**src/cts_ram.sv**
```systemverilog
// generic single-port-write ram with registered read
module cts_ram #(
  parameter int WIDTH = 16,
  parameter int DEPTH = 64
) (
  input  logic                                    clk,
  input  logic                                    we,
  input  logic [((DEPTH > 1) ? $clog2(DEPTH) : 1)-1:0] waddr,
  input  logic [WIDTH-1:0]                        wdata,
  input  logic                                    re,
  input  logic [((DEPTH > 1) ? $clog2(DEPTH) : 1)-1:0] raddr,
  output logic [WIDTH-1:0]                        rdata
);

  logic [WIDTH-1:0] mem [DEPTH];

  // write port
  always_ff @(posedge clk) begin
    if (we) begin
      mem[waddr] <= wdata;
    end
  end

  // registered read port
  always_ff @(posedge clk) begin
    if (re) begin
      rdata <= mem[raddr];
    end
  end

endmodule

```
**config.mk**
```make
export PLATFORM = sky130hd
export DESIGN_NAME = cts_ram
export DESIGN_NICKNAME = d
export VERILOG_FILES = /design/src/cts_ram.sv
export SDC_FILE = /design/constraint.sdc
export NUM_CORES = 1
export LEC_CHECK = 0
export BUFFER_PORTS_ARGS = -buffer_cell sky130_fd_sc_hd__buf_2
export CORE_UTILIZATION = 40
export DETAILED_ROUTE_END_ITERATION = 7
export PLACE_DENSITY = 0.65
export SLEW_MARGIN = 20
export SYNTH_ARGS = -nofsm -noshare
export SYNTH_HDL_FRONTEND = slang
export SYNTH_SLANG_ARGS = --single-unit
```
**constraint.sdc**
```tcl
create_clock -name clk -period 2.7 [get_ports clk]
set_clock_uncertainty 0.05 [all_clocks]
set_input_delay 0.405 -clock clk [delete_from_list [all_inputs] [get_ports clk]]
set_output_delay 0.405 -clock clk [all_outputs]
set_load 0.02 [all_outputs]
```
==> flow_summary.rst <==
.. list-table::
   :header-rows: 1

   * - Metric
     - Value
   * - DR iter-0 viols
     - 2078
   * - Synthesis-stage register bit count
     - 1040
   * - Total wirelength of the detailed-routed design
     - 94400 um
   * - Number of buffers inserted by post-CTS setup repair
     - 0
   * - Startpoint type of the worst setup path
     - flip-flop
   * - Stage delay of the slowest cell on the critical path
     - roughly 480 ps
   * - Final count of negative-setup-slack endpoints
     - 0
   * - Final std cells w/o fill
     - 3493
   * - Arrival time of the worst setup path
     - 2490 ps
   * - Crit-path cells
     - mux4_2 -> mux2_2 -> a221oi_1 -> buf_4 -> a311oi_1
   * - Final antenna-violating net count
     - 0
   * - Total of buffers placed on input and output ports
     - 46
   * - Cell chosen for the clock root
     - sky130_fd_sc_hd__clkbuf_16
   * - Final period demand of the worst path
     - 2150 ps
   * - Post-route fraction of the period consumed by the critical path
     - 79.6%
   * - Area inside the core boundary
     - 99000 um^2
   * - Ratio of routed vias to standard cells
     - 5.59
   * - Fraction of synthesized area in multiplexers
     - between 10% and 20%
   * - Count of unique library cells instantiated by Yosys
     - 42
   * - CTS Buf Count
     - 103
   * - Die Area
     - 102000 um^2
   * - Placed insts
     - 3294
   * - Synthesized area per cell
     - between 20 and 25 um^2
   * - Largest net degree at the start of global routing
     - 65
   * - Clock slew seen by the registers of the worst setup and hold paths
     - 60 ps
   * - Post-Synthesis Cell Area
     - 40200 um^2
   * - Final #Nets
     - 2145
   * - Num ports
     - 47
   * - Category of the most critical setup path
     - flip-flop to flip-flop
   * - Crit. path cell count
     - 5
   * - Clk Latency, worst-skew pair
     - 680 ps
   * - Type of the worst min-delay path
     - input pin to flip-flop
   * - Post-DP HPWL
     - slightly above 60000 um
   * - WP buf/inv
     - 1
   * - Count of TritonRoute iterations in the first routing pass
     - 6
   * - Die Width
     - 319 um
   * - Crit path max fanout
     - 1
   * - Number of enable-type register cells in the synthesized netlist
     - 1040
   * - Via Count
     - roughly 20000
   * - Average routed wire per standard cell
     - 27.0 um
   * - Max_cap viols
     - 0
   * - Top cells by area, synth
     - sky130_fd_sc_hd__edfxtp_1 (78%), sky130_fd_sc_hd__mux4_2 (12%), sky130_fd_sc_hd__mux2i_1 (2.1%)
   * - Synth Area in Adders
     - 0%
   * - Congestion Overflow GR
     - 0
   * - Largest buffer count on any clock path
     - 3
   * - Overall track demand over capacity in global routing
     - approximately a fifth
   * - Dominant combinational cell family by area after synthesis
     - multiplexers
   * - Sequential fraction of the synthesis area
     - between 70 and 80%
   * - Simple-gate share of the synthesized area
     - 2.64%
   * - Die H
     - 319 um
   * - Area fraction of the dominant cell type after synthesis
     - just under 80%
   * - Slew Limit Fails
     - 0
   * - Antenna violations before repair
     - 15
   * - Setup repair after global routing missed its margin
     - false
   * - Post-synthesis share of cell area spent on xor and xnor gates
     - 0%
   * - Data required time at the worst endpoint
     - ~3000 ps
   * - H-tree depth
     - 3
   * - First-pass GRT wire length
     - 138000 um
   * - Least-Margin Pin Slew
     - 834 ps
   * - Post-synth net total
     - between 1500 and 2000
   * - Weighted congestion at the end of routability-driven global placement
     - around 0.85
   * - Leak Pwr
     - between 15 and 20 nW
   * - Worst reg-to-reg path cell count
     - 5
   * - Area grow syn2layout
     - 15.9%
   * - Fraction of final layout cells with drive strength greater than 1
     - 30.7%
   * - Most instantiated flip-flop cell in the synthesis netlist
     - sky130_fd_sc_hd__edfxtp_1
   * - Standard-cell rows
     - 115
   * - Effective utilization at floorplan
     - 40.6%
   * - Cell class contributing the biggest share of worst-path delay
     - multiplexers
   * - Top achievable clock speed
     - 0.465 GHz
   * - Final Hold Viols
     - 0
   * - Result of the run
     - finished clean
   * - CTS tree
     - built
   * - Sort of element at the end of the critical path
     - flip-flop
   * - Most area-hungry cell type in the Yosys netlist
     - sky130_fd_sc_hd__edfxtp_1
   * - Areal power density over the cells
     - 716 nW/um^2
   * - Slew Limit Headroom
     - around 44%
   * - Compound-cell area share of the yosys netlist
     - between 2 and 2.5%
   * - Vias in the first global route
     - 20200
   * - Synthesized instance count
     - around 1800
   * - Sink count of the clock tree
     - 1040
   * - Max VDD drop
     - 0.467 mV
   * - Warning count from the yosys run
     - 0
   * - Number of DRC violations after detailed routing
     - 0
   * - Slowest library cell on the worst path
     - sky130_fd_sc_hd__mux4_2
   * - Share of flip-flops with an asynchronous set or reset after synthesis
     - 0%
   * - PnR Total Power
     - approximately 33 mW
   * - Cell count of the worst hold path
     - 1
cell families after synthesis:
kind of cell           after synthesis
buffers and inverters              104
AND/OR/NAND/NOR                    220
multiplexers                       336
flip-flops                        1040
AO/OA/AOI/OAI                      129
synthesized netlist by cell type, types with 6 or more instances:
master                     count
sky130_fd_sc_hd__a211o_1       8
sky130_fd_sc_hd__a211oi_1      8
sky130_fd_sc_hd__a21oi_1      17
sky130_fd_sc_hd__a221o_1       6
sky130_fd_sc_hd__a221oi_1     16
sky130_fd_sc_hd__a22o_1        6
sky130_fd_sc_hd__a22oi_1      39
sky130_fd_sc_hd__a311oi_1      8
sky130_fd_sc_hd__a31oi_1       8
sky130_fd_sc_hd__buf_2        36
sky130_fd_sc_hd__buf_4        13
sky130_fd_sc_hd__buf_6        17
sky130_fd_sc_hd__clkbuf_1     24
sky130_fd_sc_hd__edfxtp_1   1040
sky130_fd_sc_hd__mux2_2       27
sky130_fd_sc_hd__mux2i_1      85
sky130_fd_sc_hd__mux4_2      220
sky130_fd_sc_hd__nand2_1      59
sky130_fd_sc_hd__nand3_1      24
sky130_fd_sc_hd__nand4_1      12
sky130_fd_sc_hd__nor2_1       72
sky130_fd_sc_hd__nor2b_1      30
layout make-up:
| class | count | area, um^2 |
|---|---|---|
| timing repair buffer | 284 | 2300 |
| multi-input combinational | 685 | 8250 |
| clock buffer | 130 | 2720 |
| fill | 8028 | 52400 |
| antenna | 9 | 22.5 |
| tap | 1287 | 1610 |
| clock inverter | 58 | 468 |
| sequential | 1040 | 31200 |
metal layers:
layer	routed length (um)	vias up	global-route usage (%)	share of wire [%]
met4	2850	12	6.04	3.0
li1	-	8274	-	-
met5	82	-	0	0.087
met2	44400	782	29.3	47
met3	8220	171	4.29	8.7
met1	38800	10300	26.0	41
metrics by stage:
| step | TNS (ps) | setup WS (ps) | hold slack (ps) | util (%) | area (um^2) |
|---|---|---|---|---|---|
| after global placement | -516 | -94.5 | 631 | 43.8 | 43400 |
| after floorplan | 0 | 210 | 454 | - | 40200 |
| final | 0 | 550 | 73.5 | 47.1 | 46600 |
| after detailed placement | -884 | -142 | 643 | 43.8 | 43400 |
| after global routing | 0 | 495 | 48.4 | 47.0 | 46600 |
| after CTS | 0 | 510 | 46.0 | 47.0 | 46600 |
cell usage in the layout (no fill, tap or decap), types with 3 or more instances in the layout:
cell type                   instances
sky130_fd_sc_hd__a211o_1            8
sky130_fd_sc_hd__a211oi_1           8
sky130_fd_sc_hd__a21oi_1           17
sky130_fd_sc_hd__a221o_1            6
sky130_fd_sc_hd__a221oi_1          16
sky130_fd_sc_hd__a22o_1             6
sky130_fd_sc_hd__a22oi_1           39
sky130_fd_sc_hd__a311oi_1           8
sky130_fd_sc_hd__a31oi_1            8
sky130_fd_sc_hd__a41oi_1            5
sky130_fd_sc_hd__and4_1             5
sky130_fd_sc_hd__buf_12            20
sky130_fd_sc_hd__buf_2             43
sky130_fd_sc_hd__buf_4            216
sky130_fd_sc_hd__bufinv_16          7
sky130_fd_sc_hd__clkbuf_1          25
sky130_fd_sc_hd__clkbuf_16        105
sky130_fd_sc_hd__clkinv_1          27
sky130_fd_sc_hd__clkinv_2          19
sky130_fd_sc_hd__diode_2            9
sky130_fd_sc_hd__edfxtp_1        1040
sky130_fd_sc_hd__mux2_2            27
sky130_fd_sc_hd__mux2i_1           85
sky130_fd_sc_hd__mux4_1             4
sky130_fd_sc_hd__mux4_2           220
sky130_fd_sc_hd__nand2_1           59
sky130_fd_sc_hd__nand2b_1           3
sky130_fd_sc_hd__nand3_1           24
sky130_fd_sc_hd__nand4_1           12
sky130_fd_sc_hd__nor2_1            72
sky130_fd_sc_hd__nor2b_1           30
sky130_fd_sc_hd__nor4_2             3
sky130_fd_sc_hd__o21ai_0            5
sky130_fd_sc_hd__o21ai_1            3
power by group:
group,total [mW],switching (mW),internal [mW]
clock network,13.6,5.84,7.77
logic,1.81,1.08,0.732
registers,18.0,0.0484,17.9
path summary, 6_finish.rpt:
path / startpoint / end / slack (ps)
worst min register to register: mem[56][5] / rdata[5] / 840
worst max-delay path: mem[61][15] / rdata[15] / 550
worst min-delay path: wdata[10] / mem[21][10] / 70
worst max register to register: mem[61][15] / rdata[15] / 550
registers in the layout, indices dropped and copies added, names as in the netlist:
signal and count:
mem 1024, rdata 16
timing repair:
item,4_1_cts,5_1_grt
hold buffers,2,0
hold endpoints to repair,8,0
gates resized for setup,0,0
Note: power is estimated with default switching activity, not from simulation.
