File: config.mk
export PLATFORM = sky130hd
export DESIGN_NAME = cts_topk
export DESIGN_NICKNAME = d
export VERILOG_FILES = /design/src/cts_pkg.sv /design/src/cts_topk.sv
export SDC_FILE = /design/constraint.sdc
export NUM_CORES = 1
export LEC_CHECK = 0
export BUFFER_PORTS_ARGS = -buffer_cell sky130_fd_sc_hd__buf_2
export CORE_MARGIN = 10
export CORE_UTILIZATION = 45
export CTS_CLUSTER_DIAMETER = 40
export DETAILED_ROUTE_END_ITERATION = 10
export PLACE_DENSITY_LB_ADDON = 0.25
export SETUP_SLACK_MARGIN = 0.3
export SLEW_MARGIN = 40
export SYNTH_ARGS = -nofsm -noshare
export SYNTH_HDL_FRONTEND = slang
export SYNTH_SLANG_ARGS = --single-unit
File: constraint.sdc
create_clock -name clk -period 4.5 [get_ports clk]
set_clock_uncertainty 0.1 [all_clocks]
set_input_delay 1.125 -clock clk [delete_from_list [all_inputs] [get_ports clk]]
set_output_delay 1.125 -clock clk [all_outputs]
set_load 0.1 [all_outputs]
File: src/cts_pkg.sv
// shared types and constants of the cosine top-k vector search
package cts_pkg;

  // fixed field widths
  localparam int VL_W = 7;
  localparam int ELEM_W = 16;
  localparam int VID_W = 10;
  localparam int SIM_W = 16;
  localparam int PADDR_W = 3;
  localparam int PDATA_W = 32;

  // register map
  localparam logic [PADDR_W-1:0] ADDR_VECTOR_LENGTH = 3'd0;
  localparam logic [VL_W-1:0] VL_RESET = 7'd64;

  // similarity codes
  localparam logic signed [SIM_W-1:0] SIM_ZERO_NORM = -16'sd32768;
  localparam logic signed [SIM_W-1:0] SIM_MAX = 16'sd32767;

  // command of one element
  typedef enum logic {
    CMD_STORE = 1'b0,
    CMD_QUERY = 1'b1
  } cmd_t;

  // result status codes
  typedef enum logic [2:0] {
    ST_STORED = 3'd0,
    ST_MATCH  = 3'd1,
    ST_EMPTY  = 3'd2,
    ST_LENGTH = 3'd3,
    ST_FULL   = 3'd4
  } status_t;

  // request payload
  typedef struct packed {
    cmd_t                     cmd;
    logic signed [ELEM_W-1:0] element;
    logic                     last;
  } item_t;

  // result payload
  typedef struct packed {
    status_t                 status;
    logic [VID_W-1:0]        vector_id;
    logic signed [SIM_W-1:0] similarity;
    logic                    last_result;
  } result_t;

endpackage

File: src/cts_topk.sv
// sorted best-k list with shift-register insertion
module cts_topk
  import cts_pkg::*;
#(
  parameter int TOP_K = 5,
  parameter int ID_W = 10
) (
  input  logic                                        clk,
  input  logic                                        rst,
  input  logic                                        clear,
  input  logic                                        ins,
  input  logic [ID_W-1:0]                             ins_id,
  input  logic signed [SIM_W-1:0]                     ins_score,
  input  logic [((TOP_K > 1) ? $clog2(TOP_K) : 1)-1:0] rd_idx,
  output logic [$clog2(TOP_K + 1)-1:0]                filled,
  output logic [ID_W-1:0]                             rd_id,
  output logic signed [SIM_W-1:0]                     rd_score
);

  localparam int KC_W = $clog2(TOP_K + 1);

  logic [ID_W-1:0]         ids [TOP_K];
  logic signed [SIM_W-1:0] scores [TOP_K];
  logic [TOP_K-1:0]        keep;
  logic [TOP_K-1:0]        at_pos;

  // entries at least as good as the new score stay in front
  always_comb begin
    for (int j = 0; j < TOP_K; j++) begin
      keep[j] = (KC_W'(j) < filled) && (scores[j] >= ins_score);
    end
    for (int j = 0; j < TOP_K; j++) begin
      if (j == 0) begin
        at_pos[j] = !keep[j];
      end else begin
        at_pos[j] = !keep[j] && keep[j-1];
      end
    end
  end

  // shift the tail down and place the new entry
  always_ff @(posedge clk) begin
    if (ins) begin
      for (int j = 0; j < TOP_K; j++) begin
        if (at_pos[j]) begin
          ids[j] <= ins_id;
          scores[j] <= ins_score;
        end else if (!keep[j] && j > 0) begin
          ids[j] <= ids[j-1];
          scores[j] <= scores[j-1];
        end
      end
    end
  end

  // fill count
  always_ff @(posedge clk) begin
    if (rst || clear) begin
      filled <= '0;
    end else if (ins && filled < KC_W'(TOP_K)) begin
      filled <= filled + KC_W'(1);
    end
  end

  assign rd_id = ids[rd_idx];
  assign rd_score = scores[rd_idx];

endmodule

==> run_results.csv <==
group,metric,value,unit
layout,drive_above_1_share,38.9,%
outcome,outcome,"finished clean",
clock_network,htreeDepth,4,
power_and_ir_drop,combPwrFrac,29.4,%
worst_hold_path,holdPathStages,1,
worst_setup_path,crit_top_cell,"buf_2",
clock_network,clkLatencyLatePin,0.43,ns
placed_design,gp_congestion,0.887,
layout,fillCellCount,1541,
worst_setup_path,r2r_cells,9,
global_route,grt_pass1_vias,5538,
worst_setup_path,timing.rr.end,"ids[4][2]",
route,wire_per_inst,24.2,µm
floorplan,row_count,49,
placed_design,port_buffers,61,
synthesis,syn_area_per_cell,14.0,µm²
timing,setup_viol,0,
layout,antenna_cells,0,
clock_network,cts_tree,"done",
clock_network,cts-resized-gates,0,
synthesis,synth_area,0.00821,mm²
worst_setup_path,cpLargestDelayFamily,"buffers and inverters",
synthesis,yosys-top-cells-count,"edfxtp_1 (130), mux2_2 (94), ha_1 (81)",
floorplan,pin_count,62,
floorplan,core_area,0.0180,mm²
layout,final_nets,779,
timing,min_period,3.89,ns
synthesis,syn_inst,585,
clock_network,cts_setup_buffers,0,
timing,rsz0062_at_grt,"no",
layout,utilization,52.8,%
worst_hold_path,holdPathEnd,"ids[3][4]",
worst_setup_path,path_class,"primary input to output port",
worst_setup_path,crit_required,3.27,ns
timing,tightest_slew,0.674,ns
floorplan,start_util,45.7,%
worst_setup_path,path_max_fanout,12,
worst_hold_path,min_from,"ids[2][4]",
route,via_per_inst,5.99,
route,drtIter0Drc,402,
power_and_ir_drop,seq_power_share,39.1,%
power_and_ir_drop,p_leak,0.00374,µW
clock_network,clock_sinks,133,
worst_setup_path,crit_arrival,2.67,ns
worst_setup_path,critPathMaxStageDelay,0.33,ns
global_route,grt_max_degree,28,
timing,fmax,0.257,GHz
synthesis,synth_ff_type,"edfxtp_1",
route,first_pass_iters,5,
worst_setup_path,cp_cell_sequence,"buf_2 > buf_4 > mux4_2 > mux2_2 > buf_2",
power_and_ir_drop,power_density,467,mW/mm²
floorplan,die_x,155,µm
timing,timing.setup.tns,0,ns
power_and_ir_drop,p_int,2900,µW
layout,syn_to_final_growth,15.6,%
worst_setup_path,startpoint_type,"primary input",
synthesis,synth_top_cell_by_area,"edfxtp_1",
timing,drv_slew,0,
synthesis,ys_top_cells_by_area,"edfxtp_1 (48%), mux2_2 (13%), ha_1 (12%)",
clock_network,numCtsBuffers,17,
worst_setup_path,cp-end-kind,"output port",
global_route,grt.total_usage,18.4,%
clock_network,hold_buffers,0,
power_and_ir_drop,power.switching,1520,µW
timing,post-route-period-util,86.5,%
global_route,overflow,0,
floorplan,die_height,155,µm
worst_setup_path,cp_slowest_cell,"buf_2",
timing,maxSlewHeadroom,55.0,%
power_and_ir_drop,swShare,34.4,%
synthesis,synth_edf_count,130,
route,vias,5431,
clock_network,clock_path_buffers,2,
timing,hold_viol_final,0,
synthesis,synth_seq_area_share,48.3,%
placed_design,place_hpwl,15.2,mm
synthesis,yosysMostFrequentCell,"edfxtp_1",
job,maxCapViolCount,0,
worst_setup_path,worst-path-buf-inv,3,
global_route,grt_first_pass_wirelength,33.7,mm
synthesis,ys_async_sr_fraction,0,%
synthesis,ys_ff_latch,133,
synthesis,yosysTopAreaCellShare,47.6,%
worst_hold_path,hold_class,"flop to flop",
route,route.detailed.drc,0,
global_route,antenna_found_initial,1,
clock_network,clk_pin_slew,0.06,ns
synthesis,synth_nets,699,
power_and_ir_drop,clkPwrFrac,31.5,%
clock_network,clockRootBuffer,"clkbuf_16",
route,finalWirelength,22.0,mm
worst_setup_path,reg2reg_setup_slack,1.21,ns
synthesis,synth.distinct_cells,43,
worst_setup_path,reg2reg_from,"scores[4][14]",
route,ant_nets,0,
synthesis,yosysWarnings,0,
floorplan,die-area,0.0240,mm²
power_and_ir_drop,max-vdd-ir-drop,0.360,mV
-- layout by cell type, fill, tap and decap left out, drive strengths merged, types with 2 or more instances in the layout --
cell type  netlist  routed
a211o            3       3
a211oi           6       6
a21oi           27      27
a31o             3       3
a31oi            3       3
and2             4       4
buf             12      83
bufinv           0       2
clkbuf          10      17
clkinv           0       8
dfxtp            3       3
edfxtp         130     130
ha              81      81
inv             27      31
mux2           114     114
mux4            26      26
nand2           16      16
nand3           20      20
nand4           20      20
nor2            12      12
nor2b            4       4
nor3            10      10
nor4b            2       2
o211ai           4       4
o21ai           27      27
o221ai           2       2
o22ai            5       5
xor2             2       2
-- power by group through the flow --
stage | Sequential, µW | Clock (µW) | Combinational, µW
CTS | 1730 | 1420 | 1310
global placement | 1740 | 0 | 1290
floorplan | 1700 | 0 | 1010
finish | 1730 | 1390 | 1300
global route | 1750 | 1470 | 1400
detailed placement | 1750 | 0 | 1310
-- kinds of logic (layout without fill, tap and decap cells) --
family / count (synthesis) / count (layout) / synth area share, %
AOI/OAI and AO/OA: 84 / 84 / 6.20
DFF: 133 / 133 / 48.3
adders and majority gates: 81 / 81 / 12.3
and+or+nand+nor: 95 / 95 / 6.20
xor gates and xnor gates: 2 / 2 / 0.213
buffers and inverters: 49 / 142 / 2.93
muxes: 141 / 141 / 23.8
-- flip-flops by register name, indices dropped and copies added, names as in the netlist --
register  flops
scores       80
filled        3
ids          50
-- layout make-up --
type	instances	area, µm²	share of cell area, %
Sequential cell	133	3960	41.8
Clock buffer	17	425	4.48
Multi-Input combinational cell	403	4030	42.4
Tap cell	229	287	3.02
Clock inverter	15	155	1.63
Timing Repair Buffer	83	533	5.62
Inverter	27	101	1.07
-- worst max-delay path by stage --
| stage | slack (ns) | endpoint | depth (start not counted) | start |
|---|---|---|---|---|
| 2_1_floorplan | 0.32 | ids[4][4] | 11 | ins_score[15] |
| 3_3_place_gp | 0.27 | ids[4][9] | 11 | ins_score[15] |
| 3_5_place_dp | 0.22 | ids[4][2] | 11 | ins_score[15] |
| 4_1_cts | 0.59 | rd_score[15] | 5 | rd_idx[1] |
| 5_1_grt | 0.51 | ids[3][7] | 11 | ins_score[1] |
| 6_report | 0.61 | rd_score[15] | 5 | rd_idx[1] |
-- routing by layer --
layer / global-route usage (%) / part of all wire [%] / wire, µm
met4: 4.59 / 1.3 / 281
met1: 24.0 / 45 / 9870
met3: 4.44 / 5.6 / 1230
met5: 0 / 0.059 / 13
met2: 30.1 / 48 / 10600
-- stage by stage --
stage	hold slack, ns	power [µW]	instance area (µm²)	instances	worst slack [ns]
3_5_place_dp	0.459	3060	8910	875	0.220
4_1_cts	0.475	4460	9490	907	0.591
5_1_grt	0.485	4630	9490	907	0.510
6_report	0.476	4430	9490	907	0.606
2_1_floorplan	0.444	2710	8230	585	0.319
3_3_place_gp	0.447	3030	8910	875	0.268
(Power assumes the default switching activity.)
