[src/cts_pkg.sv]
// shared types and constants of the cosine top-k vector search
package cts_pkg;

  // fixed field widths
  localparam int VL_W = 7;
  localparam int ELEM_W = 16;
  localparam int VID_W = 10;
  localparam int SIM_W = 16;
  localparam int PADDR_W = 3;
  localparam int PDATA_W = 32;

  // register map
  localparam logic [PADDR_W-1:0] ADDR_VECTOR_LENGTH = 3'd0;
  localparam logic [VL_W-1:0] VL_RESET = 7'd64;

  // similarity codes
  localparam logic signed [SIM_W-1:0] SIM_ZERO_NORM = -16'sd32768;
  localparam logic signed [SIM_W-1:0] SIM_MAX = 16'sd32767;

  // command of one element
  typedef enum logic {
    CMD_STORE = 1'b0,
    CMD_QUERY = 1'b1
  } cmd_t;

  // result status codes
  typedef enum logic [2:0] {
    ST_STORED = 3'd0,
    ST_MATCH  = 3'd1,
    ST_EMPTY  = 3'd2,
    ST_LENGTH = 3'd3,
    ST_FULL   = 3'd4
  } status_t;

  // request payload
  typedef struct packed {
    cmd_t                     cmd;
    logic signed [ELEM_W-1:0] element;
    logic                     last;
  } item_t;

  // result payload
  typedef struct packed {
    status_t                 status;
    logic [VID_W-1:0]        vector_id;
    logic signed [SIM_W-1:0] similarity;
    logic                    last_result;
  } result_t;

endpackage

[src/cts_sim.sv]
// cosine similarity unit: serial multiplies, restoring divide, digit square root
module cts_sim
  import cts_pkg::*;
#(
  parameter int NORM_W = 38
) (
  input  logic                     clk,
  input  logic                     rst,
  input  logic                     start,
  input  logic [NORM_W-1:0]        mag,
  input  logic                     neg,
  input  logic [NORM_W-1:0]        qnorm,
  input  logic [NORM_W-1:0]        snorm,
  output logic                     done,
  output logic signed [SIM_W-1:0]  sim
);

  localparam int PROD_W = 2 * NORM_W;
  localparam int REM_W = PROD_W + 33;
  localparam int CNT_W = $clog2(NORM_W + 1);

  typedef enum logic [2:0] {
    S_IDLE,
    S_MUL1,
    S_MUL2,
    S_DCHK,
    S_DIV,
    S_SQRT,
    S_FIN
  } state_t;

  state_t              state;
  logic [PROD_W-1:0]   mcand;
  logic [NORM_W-1:0]   mplier;
  logic [PROD_W-1:0]   prod;
  logic [PROD_W-1:0]   rsq;
  logic [NORM_W-1:0]   qn;
  logic [NORM_W-1:0]   sn;
  logic [REM_W-1:0]    rem;
  logic [REM_W-1:0]    dvs;
  logic [31:0]         quo;
  logic [15:0]         root;
  logic [CNT_W-1:0]    cnt;
  logic                neg_r;

  logic [PROD_W-1:0]   prod_next;
  logic [15:0]         trial;
  logic [31:0]         trial_sq;
  logic [16:0]         lo;
  logic [16:0]         lo_neg;

  // shift-add step, square root trial and final clamp
  always_comb begin
    prod_next = prod + (mplier[0] ? mcand : '0);
    trial = root | (16'(1) << (cnt - CNT_W'(1)));
    trial_sq = trial * trial;
    lo = (root > 16'd32768) ? 17'd32768 : {1'b0, root};
    lo_neg = -lo;
  end

  always_ff @(posedge clk) begin
    if (rst) begin
      state <= S_IDLE;
      done <= 1'b0;
    end else begin
      done <= 1'b0;
      unique case (state)
        S_IDLE: begin
          if (start) begin
            neg_r <= neg;
            qn <= qnorm;
            sn <= snorm;
            if (qnorm == '0 || snorm == '0) begin
              sim <= SIM_ZERO_NORM;
              done <= 1'b1;
            end else begin
              mcand <= PROD_W'(mag);
              mplier <= mag;
              prod <= '0;
              cnt <= CNT_W'(NORM_W);
              state <= S_MUL1;
            end
          end
        end
        // dot magnitude squared
        S_MUL1: begin
          prod <= prod_next;
          mcand <= mcand << 1;
          mplier <= mplier >> 1;
          cnt <= cnt - CNT_W'(1);
          if (cnt == CNT_W'(1)) begin
            rsq <= prod_next;
            mcand <= PROD_W'(qn);
            mplier <= sn;
            prod <= '0;
            cnt <= CNT_W'(NORM_W);
            state <= S_MUL2;
          end
        end
        // product of the two norms
        S_MUL2: begin
          prod <= prod_next;
          mcand <= mcand << 1;
          mplier <= mplier >> 1;
          cnt <= cnt - CNT_W'(1);
          if (cnt == CNT_W'(1)) begin
            rem <= REM_W'(rsq) << 30;
            dvs <= REM_W'(prod_next) << 31;
            state <= S_DCHK;
          end
        end
        // quotient beyond 32 bits saturates
        S_DCHK: begin
          quo <= '0;
          if (rem >= (dvs << 1)) begin
            quo <= '1;
            root <= '0;
            cnt <= CNT_W'(16);
            state <= S_SQRT;
          end else begin
            cnt <= CNT_W'(32);
            state <= S_DIV;
          end
        end
        // one quotient bit per cycle
        S_DIV: begin
          if (rem >= dvs) begin
            rem <= rem - dvs;
            quo <= {quo[30:0], 1'b1};
          end else begin
            quo <= {quo[30:0], 1'b0};
          end
          dvs <= dvs >> 1;
          cnt <= cnt - CNT_W'(1);
          if (cnt == CNT_W'(1)) begin
            root <= '0;
            cnt <= CNT_W'(16);
            state <= S_SQRT;
          end
        end
        // one root bit per cycle
        S_SQRT: begin
          if (trial_sq <= quo) begin
            root <= trial;
          end
          cnt <= cnt - CNT_W'(1);
          if (cnt == CNT_W'(1)) begin
            state <= S_FIN;
          end
        end
        S_FIN: begin
          if (neg_r) begin
            sim <= lo_neg[SIM_W-1:0];
          end else if (lo > 17'd32767) begin
            sim <= SIM_MAX;
          end else begin
            sim <= lo[SIM_W-1:0];
          end
          done <= 1'b1;
          state <= S_IDLE;
        end
        default: begin
          state <= S_IDLE;
        end
      endcase
    end
  end

endmodule

[config.mk]
export PLATFORM = sky130hd
export DESIGN_NAME = cts_sim
export DESIGN_NICKNAME = d
export VERILOG_FILES = /design/src/cts_pkg.sv /design/src/cts_sim.sv
export SDC_FILE = /design/constraint.sdc
export NUM_CORES = 2
export LEC_CHECK = 0
export BUFFER_PORTS_ARGS = -buffer_cell sky130_fd_sc_hd__buf_4
export CORE_MARGIN = 3
export CORE_UTILIZATION = 64
export CTS_CLUSTER_DIAMETER = 100
export DETAILED_ROUTE_END_ITERATION = 6
export PLACE_DENSITY = 0.86
export REMOVE_ABC_BUFFERS = 1
export SYNTH_ARGS = -nofsm -noshare
export SYNTH_HDL_FRONTEND = slang
export SYNTH_SLANG_ARGS = --single-unit
[constraint.sdc]
create_clock -name clk -period 21.9 [get_ports clk]
set_input_delay 2.19 -clock clk [delete_from_list [all_inputs] [get_ports clk]]
set_output_delay 2.19 -clock clk [all_outputs]
set_load 0.005 [all_outputs]
==> summary.md <==
| Metric | Value |
|---|---|
| Worst Reg-to-Reg Cells | `44` |
| # clock sinks | `633` |
| Antenna diode count | `0` |
| CP required | `22.19 ns` |
| Drt total wl | `121 mm` |
| Cell mode on critical path | `inv_1` |
| Final std cells w/o fill | `5874` |
| Final hold violation count | `0` |
| Layout cells sized above 1 | `0.0654` |
| Post-CTS Resized | `0` |
| Relative slew margins | `0.237` |
| Mapped cell area | `0.0468 mm2` |
| CP startpoint kind | `flip-flop` |
| Total Nets Final | `5575` |
| Top FF cell, synth | `edfxtp_1` |
| Final Skew | `0.0533 ns` |
| Clk slew on worst S/H paths | `0.07 ns` |
| Row cnt | `98` |
| First DRT Iteration DRCs | `4657` |
| Max VDD drop | `71.9 uV` |
| Setup Viol. Count Final | `0` |
| Hold_ws | `0.523 ns` |
| Min Tclk post-route | `11.15 ns` |
| Post-CTS setup buffer count | `0` |
| Worst Hold Class | `reg -> reg` |
| Wirelength per Cell | `20.6 um` |
| Layout Area Growth over Synthesis | `8.70%` |
| Post-synth ARST share | `0` |
| Critical Path Source | `cnt[0]$_DFFE_PP_` |
| Max stage delay on crit path | `0.73 ns` |
| Yosys cell types | `84` |
| Die ar. | `0.0765 mm2` |
| Final ANT Viol Nets | `0` |
| Max-cap violations | `0` |
| Grt total ovfl | `0` |
| Largest net degree at the start of global routing | `103` |
| H-tree Lvls | `3` |
| Antenna violations before repair | `1` |
| Setup_tns | `0 ns` |
| Worst-margin pin slew | `1.14 ns` |
| Via count | `37283` |
| CORE AREA | `0.0720 mm2` |
| Worst flop-to-flop path endpoint | `root[2]$_SDFFCE_PP0P_` |
| Commonest non-fill, non-tap cell in the layout | `edfxtp_1` |
| Final period util | `0.509` |
| Clock buffers created by TritonCTS | `70` |
| Worst-Skew Late Latency | `0.66 ns` |
| Cell count after synthesis | `4840` |
| Global-route wire length before repair | `193 mm` |
| Pre-antenna DRT Iters | `7` |
| Crit path kind | `reg -> reg` |
| Residual DRC | `34` |
| Worst setup path endpoint | `root[2]$_SDFFCE_PP0P_` |
| Net Sw Power | `760 uW` |
| Starting density of the core | `0.651` |
| Number of synthesized flops with an enable pin | `629` |
| Post-layout util | `0.707` |
| Synthesis Warnings | `0` |
| RSZ-0062 raised after global routing | `false` |
| F_max | `89.7 MHz` |
| Failing checks | `design-rule violations` |
| Placed wire-length estimate | `89.8 mm` |
| Reg power frac | `0.477` |
| Max Root-Sink Buffers | `3` |
| # IOs | `135` |
| Most frequent cells in the layout | `edfxtp_1, inv_1, nand2_1` |
| Input/output buffers | `134` |
| Sw Share | `0.258` |
| Die width | `277 um` |
| CP arrival | `11.44 ns` |
| Clock root cell | `clkbuf_16` |
| Leak pwr | `0.0220 uW` |
| Sequential share of the synthesized area | `0.405` |
| CTS Hold Bufs | `0` |
| Crit path capture type | `flip-flop` |
| Gate power share | `0.116` |
| Power Dens Cells | `57.9 mW/mm2` |
| GRT Util Overall | `0.311` |
| TritonCTS clock tree | `yes` |
| Slowest CP cell | `a21oi_1` |
| RR Startpoint | `cnt[0]$_DFFE_PP_` |
| Slack of the worst reg-to-reg path | `10.75 ns` |
| Yosys reg bits | `633` |
| Vias in the first global route | `36596` |
| Pins Over Slew Limit | `0` |
| Pint | `2180 uW` |
| Clock share of power | `0.407` |
| Dpl cells | `5750` |
| Mean Syn Cell Area | `9.68 um2` |
| RePlAce Congestion | `0.991` |
| Outcome | `finished, violations left` |
| DIE HEIGHT | `277 um` |
| CP max FO | `16` |
| DR vias/cell | `6.35` |
==> worst min path at each step <==
stage | from | end | slack [ns] | cells past startpoint
final | rsq[49]$_DFFE_PP_ | rem[79]$_DFFE_PP_ | 0.52 | 2
after global routing | qn[23]$_DFFE_PP_ | mcand[23]$_DFFE_PP_ | 0.55 | 2
after CTS | rsq[57]$_DFFE_PP_ | rem[87]$_DFFE_PP_ | 0.52 | 2
after detailed placement | rsq[30]$_DFFE_PP_ | rem[60]$_DFFE_PP_ | 0.50 | 2
after global placement | rsq[30]$_DFFE_PP_ | rem[60]$_DFFE_PP_ | 0.50 | 2
after floorplan | rsq[15]$_DFFE_PP_ | rem[45]$_DFFE_PP_ | 0.48 | 2
==> flip-flops by register name, summed over array words and instances, names as in the netlist <==
| signal | cells |
|---|---|
| root | 16 |
| rem | 109 |
| rsq | 76 |
| mcand | 76 |
| sim | 16 |
| quo | 32 |
| qn | 38 |
| cnt | 6 |
| neg_r | 1 |
| prod | 76 |
| sn | 38 |
| mplier | 38 |
| dvs | 107 |
| done | 1 |
| state | 3 |
==> synth_stat cells (all sizes together) (9+ instances only) <==
cell,instances,area share
o211ai,29,0.0048
nor3,50,0.0053
nand3,45,0.0048
o31ai,18,0.0032
a21boi,15,0.0024
edfxtp,629,0.40
clkbuf,187,0.015
a221oi,16,0.0031
a31oi,33,0.0044
or2,15,0.0020
xor2,92,0.017
a222oi,76,0.016
a211oi,21,0.0034
nor2,415,0.033
nand4,116,0.015
a21o,165,0.026
buf,19,0.0017
o21a,34,0.0055
mux2,10,0.0025
xnor2,130,0.024
nor2b,30,0.0040
o21bai,62,0.0099
nor4,37,0.0049
and2,140,0.019
ha,420,0.11
or4,9,0.0015
or3,21,0.0028
fa,165,0.071
a21oi,380,0.041
nand2,423,0.034
inv,571,0.046
nand2b,33,0.0044
o21ai,317,0.034
nor3b,9,0.0014
==> per-layer routing <==
layer | part of all wire | GRT usage | vias up
li1 | - | - | 17295
met1 | 0.40 | 0.410 | 17889
met2 | 0.47 | 0.514 | 1738
met3 | 0.078 | 0.0457 | 359
met4 | 0.047 | 0.133 | 2
met5 | 0.000099 | 0 | -
==> cell families after synthesis <==
| family | synth area share |
|---|---|
| adders and majority gates | 0.183 |
| AOI/OAI and AO/OA | 0.168 |
| and+or+nand+nor | 0.137 |
| DFF | 0.405 |
| muxes | 0.00270 |
| xor gates and xnor gates | 0.0415 |
| buffers and inverters | 0.0629 |
==> cell type report <==
| cell class | instances | area (um2) |
|---|---|---|
| tap | 950 | 1190 |
| sequential | 633 | 19000 |
| clock buffer | 84 | 1800 |
| clock inverter | 40 | 515 |
| fill | 5179 | 21100 |
| inverter | 577 | 2170 |
| multi-input combinational | 3424 | 25000 |
| timing repair buffer | 166 | 1250 |
==> stage by stage <==
| stage | power, uW | setup slack [ns] | cell area, um2 |
|---|---|---|---|
| 2_1_floorplan | 1660 | 2.84 | 46000 |
| 3_3_place_gp | 1750 | 11.39 | 48600 |
| 3_5_place_dp | 1760 | 10.97 | 48600 |
| 4_1_cts | 2950 | 10.91 | 50900 |
| 5_1_grt | 3040 | 10.00 | 50900 |
| 6_report | 2940 | 10.75 | 50900 |
==> power by group through the flow <==
stage	clock network (uW)	logic, uW	registers (uW)
after floorplan	0	220	1440
after global placement	0	319	1430
after detailed placement	0	331	1430
after CTS	1210	335	1400
after global routing	1260	373	1410
final	1200	343	1400
==> critical path, delay by kind of cell, from the launching register on <==
| kind | cells | cell delay, ns |
|---|---|---|
| adders and majority gates | 9 | 3.91 |
| AOI/OAI and AO/OA | 13 | 3.24 |
| and+or+nand+nor | 9 | 1.23 |
| DFF | 1 | 0.46 |
| xor gates and xnor gates | 2 | 0.32 |
| buffers and inverters | 11 | 1.57 |
(Power assumes the default switching activity.)
